$ cat src/hw/rtl/hbd_pkg.sv
// shared types, constants and helpers of the http body dechunker
// no dependencies
`timescale 1ns / 1ps

package hbd_pkg;

  localparam int DEFAULT_COUNT_BITS = 32;
  localparam int CFG_ADDR_BITS      = 4;
  localparam int CFG_DATA_BITS      = 32;
  localparam int HEX_RADIX          = 16;

  // register indexes
  localparam logic [1:0] REG_TRANSFER_MODE  = 2'd0;
  localparam logic [1:0] REG_CONTENT_LENGTH = 2'd1;
  localparam logic [1:0] REG_LIMIT_ENABLE   = 2'd2;
  localparam logic [1:0] REG_MAX_BODY_SIZE  = 2'd3;

  // error codes
  localparam logic [1:0] ERR_NONE      = 2'd0;
  localparam logic [1:0] ERR_FRAMING   = 2'd1;
  localparam logic [1:0] ERR_TOO_LARGE = 2'd2;

  // characters
  localparam logic [7:0] CHAR_CR     = 8'h0D;
  localparam logic [7:0] CHAR_LF     = 8'h0A;
  localparam logic [7:0] CHAR_ZERO   = 8'h30;
  localparam logic [7:0] CHAR_NINE   = 8'h39;
  localparam logic [7:0] CHAR_LOW_A  = 8'h61;
  localparam logic [7:0] CHAR_LOW_F  = 8'h66;
  localparam logic [7:0] CHAR_UP_A   = 8'h41;
  localparam logic [7:0] CHAR_UP_F   = 8'h46;

  typedef enum logic [4:0] {
    PH_LINE = 5'b00001,
    PH_DATA = 5'b00010,
    PH_TCR  = 5'b00100,
    PH_TLF  = 5'b01000,
    PH_DONE = 5'b10000
  } phase_t;

  typedef struct packed {
    logic        transfer_mode;
    logic [31:0] content_length;
    logic        limit_enable;
    logic [31:0] max_body_size;
  } cfg_t;

  // {is_hex, value}
  function automatic logic [4:0] hex_digit(input logic [7:0] c);
    logic [4:0] r;
    r = 5'd0;
    if (c >= CHAR_ZERO && c <= CHAR_NINE) begin
      r = {1'b1, 4'(c - CHAR_ZERO)};
    end else if (c >= CHAR_LOW_A && c <= CHAR_LOW_F) begin
      r = {1'b1, 4'(c - CHAR_LOW_A + 8'd10)};
    end else if (c >= CHAR_UP_A && c <= CHAR_UP_F) begin
      r = {1'b1, 4'(c - CHAR_UP_A + 8'd10)};
    end
    return r;
  endfunction

endpackage

$ cat src/hw/rtl/hbd_if.sv
// stream interfaces: raw byte words in, result words out
// depends on hbd_pkg
`timescale 1ns / 1ps

interface hbd_byte_if import hbd_pkg::*; ();
  logic       valid;
  logic       ready;
  logic [7:0] data_byte;

  modport source (output valid, output data_byte, input ready);
  modport sink (input valid, input data_byte, output ready);
endinterface

interface hbd_result_if import hbd_pkg::*; ();
  logic        valid;
  logic        ready;
  logic        body_valid;
  logic [7:0]  body_byte;
  logic        body_done;
  logic [1:0]  error_code;
  logic [31:0] bytes_received;

  modport source (output valid, output body_valid, output body_byte, output body_done,
                  output error_code, output bytes_received, input ready);
  modport sink (input valid, input body_valid, input body_byte, input body_done,
                input error_code, input bytes_received, output ready);
endinterface

$ cat src/hw/rtl/hbd_regs.sv
// apb configuration registers of the dechunker
// depends on hbd_pkg
`timescale 1ns / 1ps

module hbd_regs import hbd_pkg::*; (
  input  logic                     clk,
  input  logic                     rst,
  input  logic                     psel,
  input  logic                     penable,
  input  logic                     pwrite,
  input  logic [CFG_ADDR_BITS-1:0] paddr,
  input  logic [CFG_DATA_BITS-1:0] pwdata,
  output logic [CFG_DATA_BITS-1:0] prdata,
  output logic                     pready,
  output cfg_t                     cfg
);

  logic [1:0] reg_index;

  assign reg_index = paddr[CFG_ADDR_BITS-1:2];
  assign pready    = 1'b1;

  always_ff @(posedge clk) begin
    if (rst) begin
      cfg <= '0;
    end else if (psel && penable && pwrite) begin
      case (reg_index)
        REG_TRANSFER_MODE:  cfg.transfer_mode  <= pwdata[0];
        REG_CONTENT_LENGTH: cfg.content_length <= pwdata;
        REG_LIMIT_ENABLE:   cfg.limit_enable   <= pwdata[0];
        REG_MAX_BODY_SIZE:  cfg.max_body_size  <= pwdata;
        default: ;
      endcase
    end
  end

  always_comb begin
    case (reg_index)
      REG_TRANSFER_MODE:  prdata = {31'd0, cfg.transfer_mode};
      REG_CONTENT_LENGTH: prdata = cfg.content_length;
      REG_LIMIT_ENABLE:   prdata = {31'd0, cfg.limit_enable};
      REG_MAX_BODY_SIZE:  prdata = cfg.max_body_size;
      default:            prdata = '0;
    endcase
  end

endmodule

$ cat src/hw/rtl/hbd_core.sv
// byte pipeline: input register, framing state update, result register
// depends on hbd_pkg and hbd_if
`timescale 1ns / 1ps

module hbd_core import hbd_pkg::*; #(
  parameter int COUNT_BITS = DEFAULT_COUNT_BITS
) (
  input  logic         clk,
  input  logic         rst,
  input  cfg_t         cfg,
  hbd_byte_if.sink     byte_in,
  hbd_result_if.source body_out
);

  localparam int CMP_W = (COUNT_BITS > 32) ? COUNT_BITS : 32;

  // input stage
  logic       in_valid;
  logic [7:0] in_byte;
  logic       advance;

  // framing state
  phase_t                phase, phase_next;
  logic [31:0]           chunk_size, chunk_size_next;
  logic [31:0]           chunk_left, chunk_left_next;
  logic                  digits_ended, digits_ended_next;
  logic                  saw_cr, saw_cr_next;
  logic [COUNT_BITS-1:0] received_count, received_count_next;
  logic [1:0]            error_state, error_state_next;

  // step logic
  phase_t                cur;
  logic                  fwd;
  logic [COUNT_BITS-1:0] count_inc;
  logic [CMP_W-1:0]      count_wide, inc_wide, next_wide;
  logic [4:0]            hex;

  assign advance      = !body_out.valid || body_out.ready;
  assign byte_in.ready = !in_valid || advance;

  assign count_inc  = (received_count == '1) ? received_count : received_count + 1'b1;
  assign count_wide = CMP_W'(received_count);
  assign inc_wide   = CMP_W'(count_inc);
  assign next_wide  = CMP_W'(received_count_next);
  assign hex        = hex_digit(in_byte);

  always_comb begin
    phase_next          = phase;
    chunk_size_next     = chunk_size;
    chunk_left_next     = chunk_left;
    digits_ended_next   = digits_ended;
    saw_cr_next         = saw_cr;
    received_count_next = received_count;
    error_state_next    = error_state;
    fwd                 = 1'b0;

    // stray codes read as the start of a size line
    case (phase)
      PH_LINE, PH_DATA, PH_TCR, PH_TLF, PH_DONE: cur = phase;
      default:                                   cur = PH_LINE;
    endcase

    if (error_state == ERR_NONE && cur != PH_DONE) begin
      if (cfg.transfer_mode) begin
        // exhausted data run means the trailer is due
        if (cur == PH_DATA && chunk_left == 32'd0) cur = PH_TCR;
        phase_next = cur;
        case (cur)
          PH_DATA: begin
            fwd                 = 1'b1;
            received_count_next = count_inc;
            chunk_left_next     = chunk_left - 32'd1;
            if (chunk_left == 32'd1) begin
              if (cfg.limit_enable && inc_wide > CMP_W'(cfg.max_body_size)) begin
                error_state_next = ERR_TOO_LARGE;
              end else begin
                phase_next = PH_TCR;
              end
            end
          end
          PH_TCR: begin
            if (in_byte != CHAR_CR) error_state_next = ERR_FRAMING;
            else phase_next = PH_TLF;
          end
          PH_TLF: begin
            if (in_byte != CHAR_LF) begin
              error_state_next = ERR_FRAMING;
            end else begin
              phase_next        = PH_LINE;
              chunk_size_next   = 32'd0;
              digits_ended_next = 1'b0;
              saw_cr_next       = 1'b0;
            end
          end
          default: begin
            phase_next = PH_LINE;
            if (saw_cr && in_byte == CHAR_LF) begin
              if (chunk_size == 32'd0) begin
                phase_next = PH_DONE;
              end else begin
                chunk_left_next = chunk_size;
                phase_next      = PH_DATA;
              end
              chunk_size_next   = 32'd0;
              digits_ended_next = 1'b0;
              saw_cr_next       = 1'b0;
            end else begin
              saw_cr_next = (in_byte == CHAR_CR);
              if (!digits_ended) begin
                if (!hex[4]) begin
                  digits_ended_next = 1'b1;
                end else if (chunk_size[31:28] != 4'd0) begin
                  chunk_size_next = '1;
                end else begin
                  chunk_size_next = {chunk_size[31-$clog2(HEX_RADIX):0], hex[3:0]};
                end
              end
            end
          end
        endcase
      end else begin
        if (cur != PH_DATA && cfg.limit_enable && cfg.content_length > cfg.max_body_size) begin
          error_state_next = ERR_TOO_LARGE;
          phase_next       = cur;
        end else if (count_wide >= CMP_W'(cfg.content_length)) begin
          phase_next = PH_DONE;
        end else begin
          fwd                 = 1'b1;
          received_count_next = count_inc;
          phase_next = (inc_wide == CMP_W'(cfg.content_length)) ? PH_DONE : PH_DATA;
        end
      end
    end
  end

  always_ff @(posedge clk) begin
    if (rst) begin
      in_valid <= 1'b0;
    end else if (byte_in.valid && byte_in.ready) begin
      in_valid <= 1'b1;
    end else if (advance) begin
      in_valid <= 1'b0;
    end
  end

  always_ff @(posedge clk) begin
    if (byte_in.valid && byte_in.ready) in_byte <= byte_in.data_byte;
  end

  always_ff @(posedge clk) begin
    if (rst) begin
      body_out.valid <= 1'b0;
      phase          <= PH_LINE;
      chunk_size     <= '0;
      chunk_left     <= '0;
      digits_ended   <= 1'b0;
      saw_cr         <= 1'b0;
      received_count <= '0;
      error_state    <= ERR_NONE;
    end else if (advance) begin
      body_out.valid <= in_valid;
      if (in_valid) begin
        phase          <= phase_next;
        chunk_size     <= chunk_size_next;
        chunk_left     <= chunk_left_next;
        digits_ended   <= digits_ended_next;
        saw_cr         <= saw_cr_next;
        received_count <= received_count_next;
        error_state    <= error_state_next;
      end
    end
  end

  always_ff @(posedge clk) begin
    if (advance && in_valid) begin
      body_out.body_valid     <= fwd;
      body_out.body_byte      <= fwd ? in_byte : 8'd0;
      body_out.body_done      <= (error_state_next == ERR_NONE) && (phase_next == PH_DONE);
      body_out.error_code     <= error_state_next;
      body_out.bytes_received <= (next_wide > CMP_W'({32{1'b1}})) ? '1 : next_wide[31:0];
    end
  end

endmodule

$ cat src/hw/rtl/http_body_dechunker_top.sv
// a byte word accepted into the input register goes through the state update into the result register
// throughput: one byte word per cycle while the result port is not stalled, set by the
// state update between the input register and the result register
// reset (rst, synchronous, active high) clears registers, framing state,
// counters, errors and both pipeline valids; no clearing pass is needed
`timescale 1ns / 1ps

// top level of the http body dechunker
// depends on hbd_pkg, hbd_if, hbd_regs and hbd_core
module http_body_dechunker_top import hbd_pkg::*; #(
  parameter int COUNT_BITS = DEFAULT_COUNT_BITS  // width of the payload byte counter
) (
  input  logic                     clk,
  input  logic                     rst,
  // apb configuration port, registers at byte address 4 * index
  input  logic                     psel,
  input  logic                     penable,
  input  logic                     pwrite,
  input  logic [CFG_ADDR_BITS-1:0] paddr,
  input  logic [CFG_DATA_BITS-1:0] pwdata,
  output logic [CFG_DATA_BITS-1:0] prdata,
  output logic                     pready,
  // raw body byte words in
  hbd_byte_if.sink                 byte_in,
  // one result word per accepted byte word
  hbd_result_if.source             body_out
);

  // configuration; the user keeps it stable while the stream is idle, the block does not enforce it
  cfg_t cfg;

  hbd_regs u_regs (
    .clk     (clk),
    .rst     (rst),
    .psel    (psel),
    .penable (penable),
    .pwrite  (pwrite),
    .paddr   (paddr),
    .pwdata  (pwdata),
    .prdata  (prdata),
    .pready  (pready),
    .cfg     (cfg)
  );

  // input register, framing update and result register; the input register
  // takes one more word while a result word waits on the output
  hbd_core #(
    .COUNT_BITS (COUNT_BITS)
  ) u_core (
    .clk      (clk),
    .rst      (rst),
    .cfg      (cfg),
    .byte_in  (byte_in),
    .body_out (body_out)
  );

endmodule

$ cat src/flat_wrapper.sv
// flat-port wrapper written by rule: the top's interface ports become plain ports
module http_body_dechunker_top_flat import hbd_pkg::*;
#(
  parameter int COUNT_BITS = DEFAULT_COUNT_BITS                                      
)
  (clk, rst, psel, penable, pwrite, paddr, pwdata, prdata, pready, byte_in_valid, byte_in_data_byte, byte_in_ready, body_out_valid, body_out_body_valid, body_out_body_byte, body_out_body_done, body_out_error_code, body_out_bytes_received, body_out_ready);
  hbd_byte_if byte_in_i ();
  hbd_result_if body_out_i ();
  input  logic clk;
  input  logic rst;
  input  logic psel;
  input  logic penable;
  input  logic pwrite;
  input  logic [CFG_ADDR_BITS-1:0] paddr;
  input  logic [CFG_DATA_BITS-1:0] pwdata;
  output logic [CFG_DATA_BITS-1:0] prdata;
  output logic pready;
  input wire logic [$bits(byte_in_i.valid)-1:0] byte_in_valid;
  input wire logic [$bits(byte_in_i.data_byte)-1:0] byte_in_data_byte;
  output wire logic [$bits(byte_in_i.ready)-1:0] byte_in_ready;
  output wire logic [$bits(body_out_i.valid)-1:0] body_out_valid;
  output wire logic [$bits(body_out_i.body_valid)-1:0] body_out_body_valid;
  output wire logic [$bits(body_out_i.body_byte)-1:0] body_out_body_byte;
  output wire logic [$bits(body_out_i.body_done)-1:0] body_out_body_done;
  output wire logic [$bits(body_out_i.error_code)-1:0] body_out_error_code;
  output wire logic [$bits(body_out_i.bytes_received)-1:0] body_out_bytes_received;
  input wire logic [$bits(body_out_i.ready)-1:0] body_out_ready;
  assign byte_in_i.valid = byte_in_valid;
  assign byte_in_i.data_byte = byte_in_data_byte;
  assign byte_in_ready = byte_in_i.ready;
  assign body_out_valid = body_out_i.valid;
  assign body_out_body_valid = body_out_i.body_valid;
  assign body_out_body_byte = body_out_i.body_byte;
  assign body_out_body_done = body_out_i.body_done;
  assign body_out_error_code = body_out_i.error_code;
  assign body_out_bytes_received = body_out_i.bytes_received;
  assign body_out_i.ready = body_out_ready;
  http_body_dechunker_top #(.COUNT_BITS(COUNT_BITS)) u_core (.clk(clk), .rst(rst), .psel(psel), .penable(penable), .pwrite(pwrite), .paddr(paddr), .pwdata(pwdata), .prdata(prdata), .pready(pready), .byte_in(byte_in_i), .body_out(body_out_i));
endmodule
$ cat config.mk
export PLATFORM = sky130hd
export DESIGN_NAME = http_body_dechunker_top_flat
export DESIGN_NICKNAME = d
export VERILOG_FILES = /design/src/hw/rtl/hbd_pkg.sv /design/src/hw/rtl/hbd_if.sv /design/src/hw/rtl/hbd_regs.sv /design/src/hw/rtl/hbd_core.sv /design/src/hw/rtl/http_body_dechunker_top.sv /design/src/flat_wrapper.sv
export SDC_FILE = /design/constraint.sdc
export NUM_CORES = 1
export LEC_CHECK = 0
export ABC_AREA = 1
export BUFFER_PORTS_ARGS = -buffer_cell sky130_fd_sc_hd__clkbuf_2
export CELL_PAD_IN_SITES_DETAIL_PLACEMENT = 1
export CELL_PAD_IN_SITES_GLOBAL_PLACEMENT = 2
export CORE_MARGIN = 4
export CORE_UTILIZATION = 31
export DETAILED_ROUTE_END_ITERATION = 16
export PLACE_DENSITY = 0.89
export SLEW_MARGIN = 20
export SYNTH_ARGS = -nofsm -noshare
export SYNTH_HDL_FRONTEND = slang
export SYNTH_SLANG_ARGS = --single-unit
export TNS_END_PERCENT = 20
$ cat constraint.sdc
create_clock -name clk -period 2.97 [get_ports clk]
set_input_delay 0.7425 -clock clk [delete_from_list [all_inputs] [get_ports clk]]
set_output_delay 0.7425 -clock clk [all_outputs]
set_load 0.02 [all_outputs]
======== Word level (Yosys, flattened, before mapping) ========
Cells that the tools add are included.
storage, ports and cells
  memories kept ........................... 0
  RAM bits ................................ 0
  latch bits .............................. 0
  flip-flop bits (word level) ............. 225
  ROM bits ................................ 0
cells by class
  multiply operators ...................... 0
  bitwise operators ....................... 2
  div/mod/pow operators ................... 0
  mux-type cells .......................... 57
  add/subtract/negate cells ............... 7
  shifts and indexed selects .............. 0
  magnitude comparators ................... 10
  equal/unequal tests ..................... 25
  reduce and logical (&&, ||, !) cells .... 38
operators by type and width
  kind                                                               number
  two-way mux 32 bit                                                 13
  one-hot mux 32 bit (2 select lines)                                2
  one-hot mux 32 bit (4 select lines)                                1
  two-way mux 5 bit                                                  18
  greater-than comparator 32 bit                                     2
  zero test 32 bit                                                   2
  adder 32 x 1 -> 32 bit, second input constant                      1
  == test 32 x 1 -> 1 bit, second input constant                     1
  == test 32 bit                                                     1
  == test 32 bit, second input constant                              1
  greater-or-equal comparator 32 bit                                 1
  greater-than comparator 32 bit, second input constant              1
  subtractor 32 x 1 -> 32 bit, second input constant                 1
  == test 8 x 4 -> 1 bit, second input constant                      2
  greater-or-equal comparator 8 x 7 -> 1 bit, second input constant  2
  <= comparator 8 x 7 -> 1 bit, second input constant                2
  != test 8 x 4 -> 1 bit, second input constant                      2
  == test 5 x 2 -> 1 bit, second input constant                      3
  one-hot mux 5 bit (3 select lines)                                 1
  logical AND 1 bit                                                  14
  two-way mux 2 bit                                                  7
  two-way mux 1 bit                                                  12
  subtractor 4 x 1 -> 4 bit, second input constant                   3
  == test 5 x 3 -> 1 bit, second input constant                      2
  other kinds (28)                                                   44

======== Logic depth before layout (Yosys ltp) ========
  depth after elaboration ................. 15
  gate-level depth with buffers ........... 26
  gate-level depth less buffers ........... 25

======== Modules after synthesis ========
From an unflattened synthesis, not the netlist that was laid out.
unflattened totals
  cells, all modules ...................... 2310
  area total of the unflattened synthesis .. 15605.0 um^2
modules (own cells, without submodules)
  module    area each (um^2)  cells an instance  seq. area each (um^2)  instances
  hbd_core  12517.0           1863               3703.6                 1
  hbd_regs  3088.0            447                1321.3                 1

======== Least setup slack after synthesis ========
Ideal clock, no wire load.
  kind .................................... register -> register
  from .................................... reg u_core.u_core.received_count[0], in the netlist u_core.u_core.count_wide[0]
  to ...................................... reg u_core.u_core.body_out.body_done, data pin
  period minus slack after synthesis ...... 3.086 ns
  slack ................................... -0.116 ns
  arrival ................................. 2.829 ns
  stages on the path, launching flop included .. 23
  data required time ...................... 2.713 ns
  cells stage by stage .................... dfxtp_1 -> ha_1 -> nand2_1 -> nor2_4 -> nand2_1 -> nor2_1 -> nand2_1 -> xor2_1 -> nand2_1 -> ha_1 -> nand2_1 -> nor2_1 -> nor3b_1 -> nor3b_1 -> a21oi_1 -> nand2_1 -> nand2_1 -> nand2_1 -> nand2_1 -> nand2_1 -> nand2_1 -> nand3_1 -> a21oi_1
on the way
  longest elaborated chain between the ends .. 11
  elaborated cells between the ends (all ways) .. 23
  classes of those cells .................. add/sub (1); order compare (2); eq/ne (3); mux (14); reduce/logical (3)
ends and longest elaborated chain
  what                                                                                      RTL line         text
  from (decl)                                                                               hbd_core.sv:28   logic [COUNT_BITS-1:0] received_count, received_count_next;
  from (signal assigned)                                                                    hbd_core.sv:168  received_count <= received_count_next;
  adder 32 x 1 -> 32 bit or == test 32 bit (tied branches)                                  hbd_core.sv:41   assign count_inc = (received_count == '1) ? received_count : received_count + 1'b1;
  two-way mux 32 bit                                                                        hbd_core.sv:41
  greater-than comparator 32 bit                                                            hbd_core.sv:74   if (cfg.limit_enable && inc_wide > CMP_W'(cfg.max_body_size)) begin
  logical AND 1 bit                                                                         hbd_core.sv:74
  two-way mux 5 bit or two-way mux 2 bit (tied branches)                                    hbd_core.sv:74
  two-way mux 5 bit or two-way mux 2 bit (tied branches)                                    hbd_core.sv:73   if (chunk_left == 32'd1) begin
  one-hot mux 5 bit (3 select lines) or one-hot mux 2 bit (3 select lines) (tied branches)  hbd_core.sv:68   case (cur)
  two-way mux 5 bit or two-way mux 2 bit (tied branches)                                    hbd_core.sv:64   if (cfg.transfer_mode) begin
  two-way mux 5 bit or two-way mux 2 bit (tied branches)                                    hbd_core.sv:63   if (error_state == ERR_NONE && cur != PH_DONE) begin
  == test 5 bit or zero test 2 bit (tied branches)                                          hbd_core.sv:178  body_out.body_done <= (error_state_next == ERR_NONE) && (phase_next == PH_DONE);
  logical AND 1 bit (*)                                                                     hbd_core.sv:178
  to (signal assigned)                                                                      hbd_core.sv:178
  to (decl)                                                                                 hbd_if.sv:23     modport source (output valid, output body_valid, output body_byte, output body_done,
Every way passes the cells marked *; elsewhere a longest branch is shown, timed or not.
A chain may end at the register's enable or synchronous reset.

======== Worst setup path after layout ========
  from .................................... reg u_core.u_core.received_count[1], in the netlist u_core.u_core.count_wide[1]
  to ...................................... reg u_core.u_core.body_out.body_done, data pin
The elaborated chain is that of the path after synthesis.

==> impl_results.md <==
- Syn_area_per_cell: 6.77 sq um
- Synthesized area: 14900 sq um
- Number of global-route vias before repair: 17500
- Violated checks: setup timing
- Number of buffers created by CTS: 28
- Status: finished with violations
- Largest net degree at the start of global routing: 119
- Relative slew slack: 46.9%
- Clock sink count: 225
- Post-synth EDFFs: 52
- Yosys warning total: 0
- Mapped Cells: 2200
- Post-route ant nets: 0
- Cts hold-fix bufs: 0
- Leakage power: 8.85 nW
- Die area: 51600 sq um
- Residual DRC: 0
- Cell Pwr Density: 519 nW/um^2
- Worst skew pair latency: 0.59 ns
- # IOs: 130
- Row count: 80
- # diodes: 0
- Die Ht: 227 um
- RSZ-0062 raised after global routing: true
- Clk buf depth: 3
- Total congestion overflow: 0
- DR vias: 16500
- Async S/R FF share, synth: 0%
- Fin nets: 2656
- Die Span X: 227 um
- DP HPWL: 44400 um
- Clock tree from TritonCTS: done
- Most used DFF post-synth: dfxtp_1
- Largest family of logic cells by synthesized area: simple AND/OR/NAND/NOR gates
- WP data required: 3.31 ns
- Post-Synth Adder-Cell Area: 8.74%
- Core area: 47600 sq um
- Distinct cells, synth: 48
- Final hold viol count: 0
- Pre-antenna DRT Iters: 5
- Crit path kind: reg -> reg
- Crit path DAT: 3.66 ns
- Initial Util: 31.2%
- Minimum clock period: 3.32 ns
- First-pass GRT wire length: 93200 um
- Simple-gate portion of the synthesized area: 23.3%
- Layout area overhead: 31.7%
- Synth Register Bits: 225
- R2R Setup Slk: -0.35 ns
- Fin crit share: 112%
- Crit-path slowest cell: dfxtp_4
- VDD IR max: 0.487 mV
- Routed length per placed instance: 19.2 um
- Tightest Pin Transition: 0.796 ns
- Multiplexer share of the synthesized area: 0%
- Worst Hold Class: in -> reg
- Overall power: 10.2 mW
- CP endpoint kind: flop
- Maximum operating frequency: 301 MHz
- TNS Setup: -1.15 ns
- Skew final: 0.0198 ns
- Most used cell, CP: nand2_1
- Antenna violations before repair: 0
- Register area share after synthesis: 33.8%
- Final setup fails: 5
- Final Slew Violations: 0
- Clk pin slew, worst setup/hold paths: 0.07 ns
- Crit start category: flop
- Vias per cell: 5.27
- H-tree Lvls: 1
- DRT iter0 DRCs: 820
- I/O Buffers: 126
- Final WL: 60300 um
- Buf/Inv on CP: 1
- Synth Area in Compound Gates: 22.5%
- Max_cap viols: 0
- Synthesized net count: 2355
- Family with the most delay on the worst path: simple AND/OR/NAND/NOR gates
- GP Congestion: 0.937
- Worst path cell trace: ha_4, nand2_4, nor2_4, nand2_4, nor2_4, buf_4, nand3_1, nand2_1, nand2_1, ha_1, nand2_1, nor3b_4, nor3b_4, nand2_1, nand2_2, nand3_2, nand2_2, nand2_2, nand3_1, nor2_2, nand3_2, a21oi_2
- XOR/XNOR Fraction of Synth Area: 1.94%
- Share of post-route cells with drive strength above 1: 24.0%
- CP max stage delay: 0.37 ns
- All-Layer GR Usage: 22.5%
- Critical path fanouts, max: 4
- Final worst slack: -0.347 ns
- Clock Root Buffer: clkbuf_16
==> path summary, 6_finish.rpt <==
check / startpoint / end / cells past startpoint
max: u_core.u_core.count_wide[1]$_SDFFE_PP0P_ / u_core.u_core.body_out.body_done$_DFFE_PP_ / 22
min: byte_in_data_byte[6] / u_core.u_core.in_byte[6]$_DFFE_PP_ / 1
max reg2reg: u_core.u_core.count_wide[1]$_SDFFE_PP0P_ / u_core.u_core.body_out.body_done$_DFFE_PP_ / 22
min reg2reg: u_core.u_core.chunk_left[17]$_SDFFE_PP0P_ / u_core.u_core.chunk_left[17]$_SDFFE_PP0P_ / 2
==> power by group <==
part	switching [mW]	internal, mW
combinational	1.91	1.16
sequential	0.112	3.38
clock	1.46	2.15
total	3.48	6.69
==> state kept, by name (all words and copies together), names as in the netlist, 2 cells and up <==
register and count:
u_core.u_core.body_out.body_byte 8, u_core.u_core.body_out.bytes_received 32, u_core.u_core.chunk_size 32, u_core.u_core.in_byte 8, u_core.u_core.phase 5, u_core.u_core.chunk_left 32
u_core.u_regs.cfg 66, u_core.u_core.body_out.error_code 2, u_core.u_core.count_wide 32, u_core.u_core.error_state 2
==> area by class of cell <==
| class | instances | area (sq um) |
|---|---|---|
| multi-input combinational | 1603 | 9080 |
| sequential | 225 | 5060 |
| clock inverter | 11 | 138 |
| fill | 6062 | 28000 |
| timing repair buffer | 374 | 2690 |
| inverter | 269 | 1020 |
| clock buffer | 41 | 841 |
| tap | 615 | 769 |
==> routing by layer <==
metal  vias up  share of wire, %  track usage [%]
li1       7963                 -                -
met1      8103                41             26.9
met2       344                52             42.3
met3       118               3.5             2.37
met4         0               3.4             7.03
met5         -                 0                0
==> Yosys cell counts, types with 4 or more instances <==
library cell | count | area share (%)
nand2_1 | 430 | 11
o21ai_0 | 302 | 10
inv_1 | 261 | 6.6
a21oi_1 | 237 | 8.0
nor2_1 | 216 | 5.4
dfxtp_1 | 173 | 23
nand3_1 | 113 | 3.8
ha_1 | 104 | 8.7
clkbuf_1 | 77 | 1.9
edfxtp_1 | 52 | 10
o22ai_1 | 32 | 1.3
xor2_1 | 27 | 1.6
a211oi_1 | 22 | 1.1
nor3_1 | 18 | 0.61
o21ai_1 | 16 | 0.54
nand4_1 | 15 | 0.63
buf_2 | 13 | 0.44
nor4_1 | 9 | 0.38
o211ai_1 | 9 | 0.45
buf_1 | 6 | 0.15
xnor2_1 | 6 | 0.35
nand2_2 | 5 | 0.21
nand3b_1 | 5 | 0.25
a31oi_1 | 4 | 0.17
buf_4 | 4 | 0.20
clkinv_1 | 4 | 0.10
inv_2 | 4 | 0.10
nor2_2 | 4 | 0.17
==> per-stage QoR <==
step	util, %	hold slack [ns]	cell area [sq um]	instances	worst slack, ns
detailed placement	37.1	0.472	17700	3071	-0.625
finish	41.1	0.329	19600	3138	-0.347
floorplan	-	0.449	14900	2200	-0.0506
global route	41.1	0.306	19600	3138	-0.541
CTS	40.1	0.305	19100	3131	-0.266
global placement	37.1	0.470	17700	3071	-0.414
==> timing repair <==
| action | 4_1_cts | 5_1_grt |
|---|---|---|
| gates resized for setup | 92 | 132 |
| pin swaps | 31 | 34 |
| setup buffers | 8 | 5 |
| cloned | 1 | 2 |
| endpoints found under the setup margin | 20 | 90 |
| endpoints found under the hold margin | 0 | 0 |
==> kinds of logic (layout without fill, tap and decap cells) <==
family / after synthesis / count (layout)
DFF: 225 / 225
buffers and inverters: 372 / 695
adders and majority gates: 104 / 104
AOI/OAI and AO/OA: 635 / 635
other: 1 / 1
xor gates and xnor gates: 33 / 33
and+or+nand+nor: 830 / 830
==> cell usage in the layout (no fill, tap or decap), drive strengths merged, types with 11 or more instances in the layout <==
cell    instances
a211oi         22
a21oi         237
buf           246
clkbuf        169
clkinv         13
dfxtp         173
edfxtp         52
ha            104
inv           263
nand2         436
nand3         114
nand4          15
nor2          223
nor3           18
nor4           11
o21ai         320
o22ai          32
xor2           27
Note: power is estimated with default switching activity, not from simulation.
